[src/hdl/tps_pkg.sv]
// ----------------------------------------------------------------------------
// tps_pkg
// Shared types and constants of the trapezoid pulse source.
// ----------------------------------------------------------------------------
`default_nettype none

package tps_pkg;

  localparam int SF_WIDTH    = 17;
  localparam int SF_FRAC     = 16;
  localparam int PADDR_WIDTH = 6;
  localparam int PDATA_WIDTH = 64;
  localparam int IDX_LSB     = 3;
  localparam int IDX_WIDTH   = PADDR_WIDTH - IDX_LSB;
  localparam int CHUNK       = 16;

  typedef enum logic [IDX_WIDTH-1:0] {
    REG_AMPLITUDE   = 3'd0,
    REG_HIGH_TIME   = 3'd1,
    REG_LOW_TIME    = 3'd2,
    REG_RISE_TIME   = 3'd3,
    REG_FALL_TIME   = 3'd4,
    REG_START_DELAY = 3'd5
  } reg_idx_t;

  typedef enum logic [3:0] {
    CS_IDLE = 4'b0001,
    CS_LOAD = 4'b0010,
    CS_MUL  = 4'b0100,
    CS_DIV  = 4'b1000
  } cfg_state_t;

endpackage

`default_nettype wire

[src/hdl/tps_cfg.sv]
// ----------------------------------------------------------------------------
// tps_cfg
// Register file, derived pulse constants and sequential DC level unit.
// ----------------------------------------------------------------------------
`default_nettype none

module tps_cfg
  import tps_pkg::*;
#(
  parameter int TIME_WIDTH    = 48,
  parameter int CURRENT_WIDTH = 32
) (
  input  wire logic                     clk,
  input  wire logic                     rst,
  input  wire logic                     psel,
  input  wire logic                     penable,
  input  wire logic                     pwrite,
  input  wire logic [PADDR_WIDTH-1:0]   paddr,
  input  wire logic [PDATA_WIDTH-1:0]   pwdata,
  output logic      [PDATA_WIDTH-1:0]   prdata,
  output logic                          pready,
  output logic                          busy,
  output logic      [CURRENT_WIDTH-1:0] mag,
  output logic                          neg,
  output logic      [TIME_WIDTH-2:0]    rise_c,
  output logic      [TIME_WIDTH-2:0]    fall_c,
  output logic      [TIME_WIDTH-2:0]    high,
  output logic      [TIME_WIDTH-1:0]    fall_end,
  output logic      [TIME_WIDTH-1:0]    period,
  output logic      [TIME_WIDTH-1:0]    delay,
  output logic      [CURRENT_WIDTH-1:0] dc
);

  localparam int CW   = CURRENT_WIDTH;
  localparam int FW   = TIME_WIDTH - 1;
  localparam int KW   = TIME_WIDTH + 1;
  localparam int NUMW = CURRENT_WIDTH + TIME_WIDTH + 1;
  localparam int CNTW = $clog2((KW > CW) ? KW : CW);
  localparam logic [CW-1:0] LIM_POS = {1'b0, {(CW-1){1'b1}}};

  logic [CW-1:0]         amplitude;
  logic [FW-1:0]         high_time;
  logic [FW-1:0]         low_time;
  logic [FW-1:0]         rise_time;
  logic [FW-1:0]         fall_time;
  logic [TIME_WIDTH-1:0] start_delay;

  cfg_state_t            state;
  logic [CNTW-1:0]       cnt;
  logic [NUMW-1:0]       acc;
  logic [NUMW-1:0]       mcand;
  logic [NUMW-1:0]       dsr;
  logic [KW-1:0]         mplier;
  logic [CW-1:0]         quot;

  logic                  wr;
  reg_idx_t              widx;
  logic [FW-1:0]         tr_w;
  logic [FW-1:0]         tf_w;
  logic [CW-1:0]         mag_w;
  logic [KW-1:0]         k_w;
  logic [NUMW-1:0]       acc_next;
  logic                  ge;
  logic [CW-1:0]         quot_next;
  logic [CW-1:0]         lim;
  logic [CW-1:0]         quot_sat;

  assign pready = 1'b1;
  assign wr     = psel && penable && pwrite;
  assign widx   = reg_idx_t'(paddr[PADDR_WIDTH-1:IDX_LSB]);
  assign busy   = (state != CS_IDLE);
  assign delay  = start_delay;

  always_comb begin
    case (widx)
      REG_AMPLITUDE:   prdata = PDATA_WIDTH'(amplitude);
      REG_HIGH_TIME:   prdata = PDATA_WIDTH'(high_time);
      REG_LOW_TIME:    prdata = PDATA_WIDTH'(low_time);
      REG_RISE_TIME:   prdata = PDATA_WIDTH'(rise_time);
      REG_FALL_TIME:   prdata = PDATA_WIDTH'(fall_time);
      REG_START_DELAY: prdata = PDATA_WIDTH'(start_delay);
      default:         prdata = '0;
    endcase
  end

  assign tr_w      = (rise_time > high_time) ? high_time : rise_time;
  assign tf_w      = (fall_time > low_time) ? low_time : fall_time;
  assign mag_w     = amplitude[CW-1] ? (CW'(0) - amplitude) : amplitude;
  assign k_w       = KW'({high_time, 1'b0}) - KW'(tr_w) + KW'(tf_w);
  assign acc_next  = acc + (mplier[0] ? mcand : NUMW'(0));
  assign ge        = acc >= dsr;
  assign quot_next = {quot[CW-2:0], ge};
  assign lim       = LIM_POS + CW'(neg);
  assign quot_sat  = (quot_next > lim) ? lim : quot_next;

  always_ff @(posedge clk) begin
    if (rst) begin
      amplitude   <= CW'(1000000);
      high_time   <= FW'(1000000);
      low_time    <= FW'(1000000);
      rise_time   <= FW'(1);
      fall_time   <= FW'(1);
      start_delay <= '0;
      state       <= CS_LOAD;
      cnt         <= '0;
    end else if (wr) begin
      case (widx)
        REG_AMPLITUDE:   amplitude   <= pwdata[CW-1:0];
        REG_HIGH_TIME:   high_time   <= pwdata[FW-1:0];
        REG_LOW_TIME:    low_time    <= pwdata[FW-1:0];
        REG_RISE_TIME:   rise_time   <= pwdata[FW-1:0];
        REG_FALL_TIME:   fall_time   <= pwdata[FW-1:0];
        REG_START_DELAY: start_delay <= pwdata[TIME_WIDTH-1:0];
        default: ;
      endcase
      state <= CS_LOAD;
      cnt   <= '0;
    end else begin
      case (state)
        CS_LOAD: begin
          state <= CS_MUL;
          cnt   <= '0;
        end
        CS_MUL: begin
          if (cnt == CNTW'(KW - 1)) begin
            state <= CS_DIV;
            cnt   <= '0;
          end else begin
            cnt <= cnt + CNTW'(1);
          end
        end
        CS_DIV: begin
          if (cnt == CNTW'(CW - 1)) begin
            state <= CS_IDLE;
          end else begin
            cnt <= cnt + CNTW'(1);
          end
        end
        default: state <= CS_IDLE;
      endcase
    end
  end

  always_ff @(posedge clk) begin
    case (state)
      CS_LOAD: begin
        rise_c   <= tr_w;
        fall_c   <= tf_w;
        high     <= high_time;
        fall_end <= TIME_WIDTH'(high_time) + TIME_WIDTH'(tf_w);
        period   <= TIME_WIDTH'(high_time) + TIME_WIDTH'(low_time);
        mag      <= mag_w;
        neg      <= amplitude[CW-1];
        mcand    <= NUMW'(mag_w);
        mplier   <= k_w;
        acc      <= '0;
      end
      CS_MUL: begin
        mcand  <= mcand << 1;
        mplier <= mplier >> 1;
        if (cnt == CNTW'(KW - 1)) begin
          acc  <= acc_next + NUMW'(period);
          dsr  <= NUMW'({period, 1'b0}) << (CW - 1);
          quot <= '0;
        end else begin
          acc <= acc_next;
        end
      end
      CS_DIV: begin
        acc  <= ge ? acc - dsr : acc;
        dsr  <= dsr >> 1;
        quot <= quot_next;
        if (cnt == CNTW'(CW - 1)) begin
          if (period == '0) begin
            dc <= '0;
          end else begin
            dc <= neg ? (CW'(0) - quot_sat) : quot_sat;
          end
        end
      end
      default: ;
    endcase
  end

endmodule

`default_nettype wire

[config.mk]
export PLATFORM = sky130hd
export DESIGN_NAME = tps_cfg
export DESIGN_NICKNAME = d
export VERILOG_FILES = /design/src/hdl/tps_pkg.sv /design/src/hdl/tps_cfg.sv
export SDC_FILE = /design/constraint.sdc
export NUM_CORES = 2
export LEC_CHECK = 0
export ABC_AREA = 1
export CAP_MARGIN = 20
export CORE_ASPECT_RATIO = 2
export CORE_UTILIZATION = 25
export CTS_CLUSTER_DIAMETER = 150
export DETAILED_ROUTE_END_ITERATION = 8
export DONT_BUFFER_PORTS = 1
export PLACE_DENSITY_LB_ADDON = 0.12
export SYNTH_ARGS = -nofsm -noshare
export SYNTH_HDL_FRONTEND = slang
export SYNTH_SLANG_ARGS = --single-unit
export TNS_END_PERCENT = 20
[constraint.sdc]
create_clock -name clk -period 42.7 [get_ports clk]
set_input_delay 2.135 -clock clk [delete_from_list [all_inputs] [get_ports clk]]
set_output_delay 2.135 -clock clk [all_outputs]
set_load 0.02 [all_outputs]
==> metrics.txt <==
# TYPE chip_impl_metric gauge
chip_impl_metric{name="area_delta_synth_final",unit="%"} 13.18
chip_impl_metric{name="dr_wl_cell",unit="um"} 33.21
chip_impl_metric{name="syn_area",unit="um^2"} 67940
chip_impl_metric{name="finClkSkew",unit="ns"} 0.06279
chip_impl_metric{name="synth-edff-count",unit=""} 624
chip_impl_metric{name="worst_ep_required",unit="ns"} 43.22
chip_impl_info{name="grt_setup_unrepaired",value="no"} 1
chip_impl_info{name="worst_hold_startpoint",value="high_time[2]"} 1
chip_impl_info{name="startpoint_type",value="flop"} 1
chip_impl_metric{name="synthArstFlopShare",unit=""} 0
chip_impl_metric{name="final_ant_viol_nets",unit=""} 0
chip_impl_metric{name="route.vias.total",unit=""} 67500
chip_impl_metric{name="clkPwrFrac",unit=""} 0.288
chip_impl_metric{name="io_pins",unit=""} 491
chip_impl_metric{name="power.ir.vdd_worst",unit="mV"} 0.03746
chip_impl_metric{name="multi_input_comb_area",unit="um^2"} 37180
chip_impl_metric{name="timing.reg2reg.setup_slack",unit="ns"} 33.81
chip_impl_metric{name="floorplan.core_area",unit="um^2"} 270300
chip_impl_metric{name="leakagePower",unit="nW"} 34.85
chip_impl_info{name="synth_top_cells_by_area",value="sky130_fd_sc_hd__edfxtp_1, sky130_fd_sc_hd__nand2_1, sky130_fd_sc_hd__ha_1"} 1
chip_impl_metric{name="grt_antenna_before_repair",unit=""} 42
chip_impl_metric{name="fin_setup_tns",unit="ns"} 0
chip_impl_metric{name="post-dp-hpwl",unit="um"} 363200
chip_impl_metric{name="post-synth-top-area-fraction",unit=""} 0.2758
chip_impl_info{name="r2r-start",value="high_time[28]"} 1
chip_impl_metric{name="first_iter_violations",unit=""} 4604
chip_impl_metric{name="placementRows",unit=""} 270
chip_impl_metric{name="yosysSeqAreaShare",unit=""} 0.3577
chip_impl_metric{name="post_synth_num_cell_types",unit=""} 65
chip_impl_metric{name="route.detailed.drc",unit=""} 0
chip_impl_metric{name="timing.fmax",unit="GHz"} 0.1125
chip_impl_info{name="clockRootBuffer",value="sky130_fd_sc_hd__clkbuf_16"} 1
chip_impl_metric{name="cts_made_buffers",unit=""} 100
chip_impl_metric{name="finalInstanceArea",unit="um^2"} 76900
chip_impl_metric{name="power.net_switching",unit="W"} 0.001502
chip_impl_metric{name="start_util",unit=""} 0.2514
chip_impl_metric{name="cts.sinks",unit=""} 902
chip_impl_metric{name="period_minus_slack",unit="ns"} 8.887
chip_impl_metric{name="maxCapViolations",unit=""} 0
chip_impl_info{name="min-delay-path-class",value="reg2reg"} 1
chip_impl_metric{name="grt_start_max_net_pins",unit=""} 180
chip_impl_metric{name="grt_pass1_wl",unit="um"} 578900
chip_impl_metric{name="hold-path-cell-count",unit=""} 2
chip_impl_metric{name="reg2reg_depth",unit=""} 24
chip_impl_metric{name="finalMaxSlewViolations",unit=""} 0
chip_impl_metric{name="post_dp_cell_area",unit="um^2"} 73240
chip_impl_metric{name="critical_path_peak_fanout",unit=""} 49
chip_impl_metric{name="register_area",unit="um^2"} 24300
chip_impl_metric{name="switching_share",unit=""} 0.4452
chip_impl_metric{name="cell_internal_pwr",unit="W"} 0.001872
chip_impl_metric{name="dieWidth",unit="um"} 370.6
chip_impl_metric{name="post_cts_hold_buffer_count",unit=""} 0
chip_impl_metric{name="ys_warn_count",unit=""} 0
chip_impl_metric{name="clock_insertion_delay_worst_skew",unit="ns"} 0.82
chip_impl_metric{name="post_cts.resized_instances",unit=""} 0
chip_impl_metric{name="htree_depth",unit=""} 3
chip_impl_metric{name="postSynthRegisterBits",unit=""} 902
chip_impl_metric{name="worst_setup_hold_path_clk_slew",unit="ns"} 0.07
chip_impl_metric{name="gr-total-overflow",unit=""} 0
chip_impl_metric{name="post_synth.cell_area_avg",unit="um^2"} 7.209
chip_impl_metric{name="comb_pwr_share",unit=""} 0.377
chip_impl_metric{name="finish.net_count",unit=""} 10120
chip_impl_info{name="tritoncts",value="done"} 1
chip_impl_metric{name="postSynthCellCount",unit=""} 9424
chip_impl_metric{name="grt_pass1_vias",unit=""} 67930
chip_impl_metric{name="n_fill_cell",unit=""} 30100
chip_impl_info{name="worst-setup-path-type",value="reg2reg"} 1
chip_impl_metric{name="setup_viol",unit=""} 0
chip_impl_metric{name="firstDrtPassIters",unit=""} 9
chip_impl_metric{name="cp_data_arrival_time",unit="ns"} 9.41
chip_impl_metric{name="globalRouteTotalUtil",unit=""} 0.3130
chip_impl_metric{name="pwr_density_cell",unit="nW/um^2"} 43.88
chip_impl_metric{name="route.detailed.vias_per_inst",unit=""} 5.123
chip_impl_metric{name="die_height",unit="um"} 739.2
chip_impl_metric{name="finalHoldViolCount",unit=""} 0
chip_impl_metric{name="routability_congestion_estimate",unit=""} 1.119
chip_impl_metric{name="finalCritPeriodShare",unit=""} 0.2081
chip_impl_info{name="regToRegEndpoint",value="mplier[44]"} 1
chip_impl_metric{name="cts_setup_buffers",unit=""} 0
chip_impl_metric{name="worst_pin_slew",unit="ns"} 1.326
chip_impl_info{name="synth_top_flop_cell",value="sky130_fd_sc_hd__edfxtp_1"} 1
chip_impl_metric{name="finish.utilization",unit=""} 0.2845
chip_impl_metric{name="worst_case_clock_buffer_depth",unit=""} 3
chip_impl_metric{name="dieArea",unit="um^2"} 274000
chip_impl_info{name="endpoint_kind",value="flop"} 1
chip_impl_metric{name="drt-total-wl",unit="um"} 437600
chip_impl_info{name="synth.largest_area_cell",value="sky130_fd_sc_hd__edfxtp_1"} 1
chip_impl_metric{name="part_of_the_total_power_dissipated_in_sequential_elements",unit=""} 0.335
chip_impl_metric{name="rel_slew_slack",unit=""} 0.1162
chip_impl_metric{name="port_buffers",unit=""} 0
chip_impl_metric{name="drive_above_1_share",unit=""} 0.07269
chip_impl_info{name="status",value="finished clean"} 1
chip_impl_info{name="min_delay_worst_endpoint",value="high_time[2]"} 1
[power groups by stage]
stage	clock, W	sequential [W]	combinational (W)
after floorplan	0	0.00113	0.000719
after global placement	0	0.00115	0.00124
after detailed placement	0	0.00114	0.00124
after CTS	0.000989	0.00113	0.00125
after global routing	0.00101	0.00113	0.00135
final	0.000972	0.00113	0.00127
[critical path: stages, from the launching register on]
cell and delay [ns]:
sky130_fd_sc_hd__dfxtp_1 0.31, sky130_fd_sc_hd__buf_4 0.33, sky130_fd_sc_hd__inv_1 0.15, sky130_fd_sc_hd__ha_1 0.33, sky130_fd_sc_hd__nand4_1 0.21, sky130_fd_sc_hd__nor3_1 0.26
sky130_fd_sc_hd__buf_4 0.26, sky130_fd_sc_hd__nand4_1 0.59, sky130_fd_sc_hd__nor4_1 0.81, sky130_fd_sc_hd__nand4_1 0.28, sky130_fd_sc_hd__nand2_4 0.57, sky130_fd_sc_hd__buf_4 0.56
sky130_fd_sc_hd__nand2_1 0.37, sky130_fd_sc_hd__o21ai_0 0.57, sky130_fd_sc_hd__fa_1 0.63, sky130_fd_sc_hd__ha_1 0.45, sky130_fd_sc_hd__nand2_1 0.15, sky130_fd_sc_hd__nor2_1 0.30
sky130_fd_sc_hd__nand2_1 0.15, sky130_fd_sc_hd__nor4_1 0.33, sky130_fd_sc_hd__nand3_1 0.25, sky130_fd_sc_hd__nand4_1 0.25, sky130_fd_sc_hd__a31oi_1 0.13, sky130_fd_sc_hd__xor2_1 0.20
sky130_fd_sc_hd__o21ai_0 0.10
[per-layer routing]
| metal | vias to the layer above | global-route usage | wire length, um |
|---|---|---|---|
| li1 | 31470 | - | - |
| met1 | 32040 | 0.2449 | 121600 |
| met2 | 2724 | 0.5610 | 220700 |
| met3 | 1254 | 0.07827 | 27700 |
| met4 | 18 | 0.3977 | 67430 |
| met5 | - | 0 | 129 |
[cells in the final DEF, fill, tap and decap left out, drive strengths merged, types with 60 or more instances in the layout]
master	count
a31oi	95
nor2	1112
o22ai	60
nand2	2186
o21a	63
nor3	97
ha	480
buf	214
xnor2	92
dfxtp	278
o21ai	822
inv	1524
nand4	104
clkbuf	122
edfxtp	624
xor2	133
nand3	323
a21oi	784
[sequential cells by signal, summed over array words and instances, names as in the netlist]
register,cells
acc,81
amplitude,32
cnt,6
dc,32
delay,48
dsr,80
fall_c,47
fall_end,48
fall_time,47
high,47
high_time,47
low_time,47
mag,32
mcand,81
mplier,49
neg,1
period,48
quot,31
rise_c,47
rise_time,47
state,4
[per-stage QoR]
step | worst slack, ns | total power (W) | hold WS [ns] | cells
floorplan | 8.865 | 0.001844 | 0.4082 | 9439
global placement | 34.34 | 0.002385 | 0.4636 | 12930
detailed placement | 34.32 | 0.002386 | 0.4675 | 12950
CTS | 34.24 | 0.003365 | 0.4778 | 13130
global route | 33.86 | 0.003498 | 0.5097 | 13160
finish | 33.81 | 0.003374 | 0.4755 | 13180
[synthesized netlist by cell type, types with 13 or more instances]
library cell / count
sky130_fd_sc_hd__nor3_2: 14
sky130_fd_sc_hd__buf_4: 20
sky130_fd_sc_hd__nand2_2: 54
sky130_fd_sc_hd__nor4_1: 31
sky130_fd_sc_hd__o22ai_1: 60
sky130_fd_sc_hd__nor2_1: 1041
sky130_fd_sc_hd__nor2_2: 59
sky130_fd_sc_hd__nand4_1: 102
sky130_fd_sc_hd__fa_1: 52
sky130_fd_sc_hd__a21o_1: 30
sky130_fd_sc_hd__clkbuf_1: 193
sky130_fd_sc_hd__o21ai_1: 29
sky130_fd_sc_hd__a221oi_1: 47
sky130_fd_sc_hd__o21bai_1: 29
sky130_fd_sc_hd__o21ai_0: 787
sky130_fd_sc_hd__buf_1: 13
sky130_fd_sc_hd__o211ai_1: 42
sky130_fd_sc_hd__o21a_1: 63
sky130_fd_sc_hd__nand2_1: 2129
sky130_fd_sc_hd__nor3_1: 83
sky130_fd_sc_hd__a31oi_1: 95
sky130_fd_sc_hd__o221ai_1: 34
sky130_fd_sc_hd__nand3_2: 16
sky130_fd_sc_hd__or2_2: 52
sky130_fd_sc_hd__dfxtp_1: 278
sky130_fd_sc_hd__a21oi_1: 782
sky130_fd_sc_hd__inv_2: 50
sky130_fd_sc_hd__xor2_1: 133
sky130_fd_sc_hd__nand3_1: 307
sky130_fd_sc_hd__inv_1: 1462
sky130_fd_sc_hd__xnor2_1: 92
sky130_fd_sc_hd__edfxtp_1: 624
sky130_fd_sc_hd__ha_1: 480
[cell families after synthesis]
group | Yosys count | share of synthesized area
other | 2 | 0.0001105
buffers and inverters | 1761 | 0.09873
AO/OA/AOI/OAI | 2069 | 0.1691
XOR/XNOR | 225 | 0.02900
adder cells (fa/ha/maj) | 532 | 0.1037
flip-flops | 902 | 0.3577
AND/OR/NAND/NOR | 3933 | 0.2417
[worst max-delay path by stage]
stage                             start    endpoint  slack (ns)  cells past startpoint
after floorplan                state[0]      acc[0]        8.86                      3
after global placement    high_time[46]  mplier[38]       34.34                     27
after detailed placement  high_time[28]  mplier[44]       34.32                     24
after CTS                 high_time[28]  mplier[44]       34.24                     24
after global routing      high_time[46]  mplier[44]       33.86                     24
final                     high_time[28]  mplier[44]       33.81                     24
[cell type report]
cell class                      count  area share
Timing Repair Buffer              215     0.02198
Tap cell                         3536     0.05754
Sequential cell                   902      0.3161
Antenna cell                       39    0.001269
Multi-Input combinational cell   6776      0.4835
Clock buffer                      121     0.03463
Inverter                         1522     0.07449
Clock inverter                     66     0.01050
No activity file was read; power rests on OpenSTA's default activity.
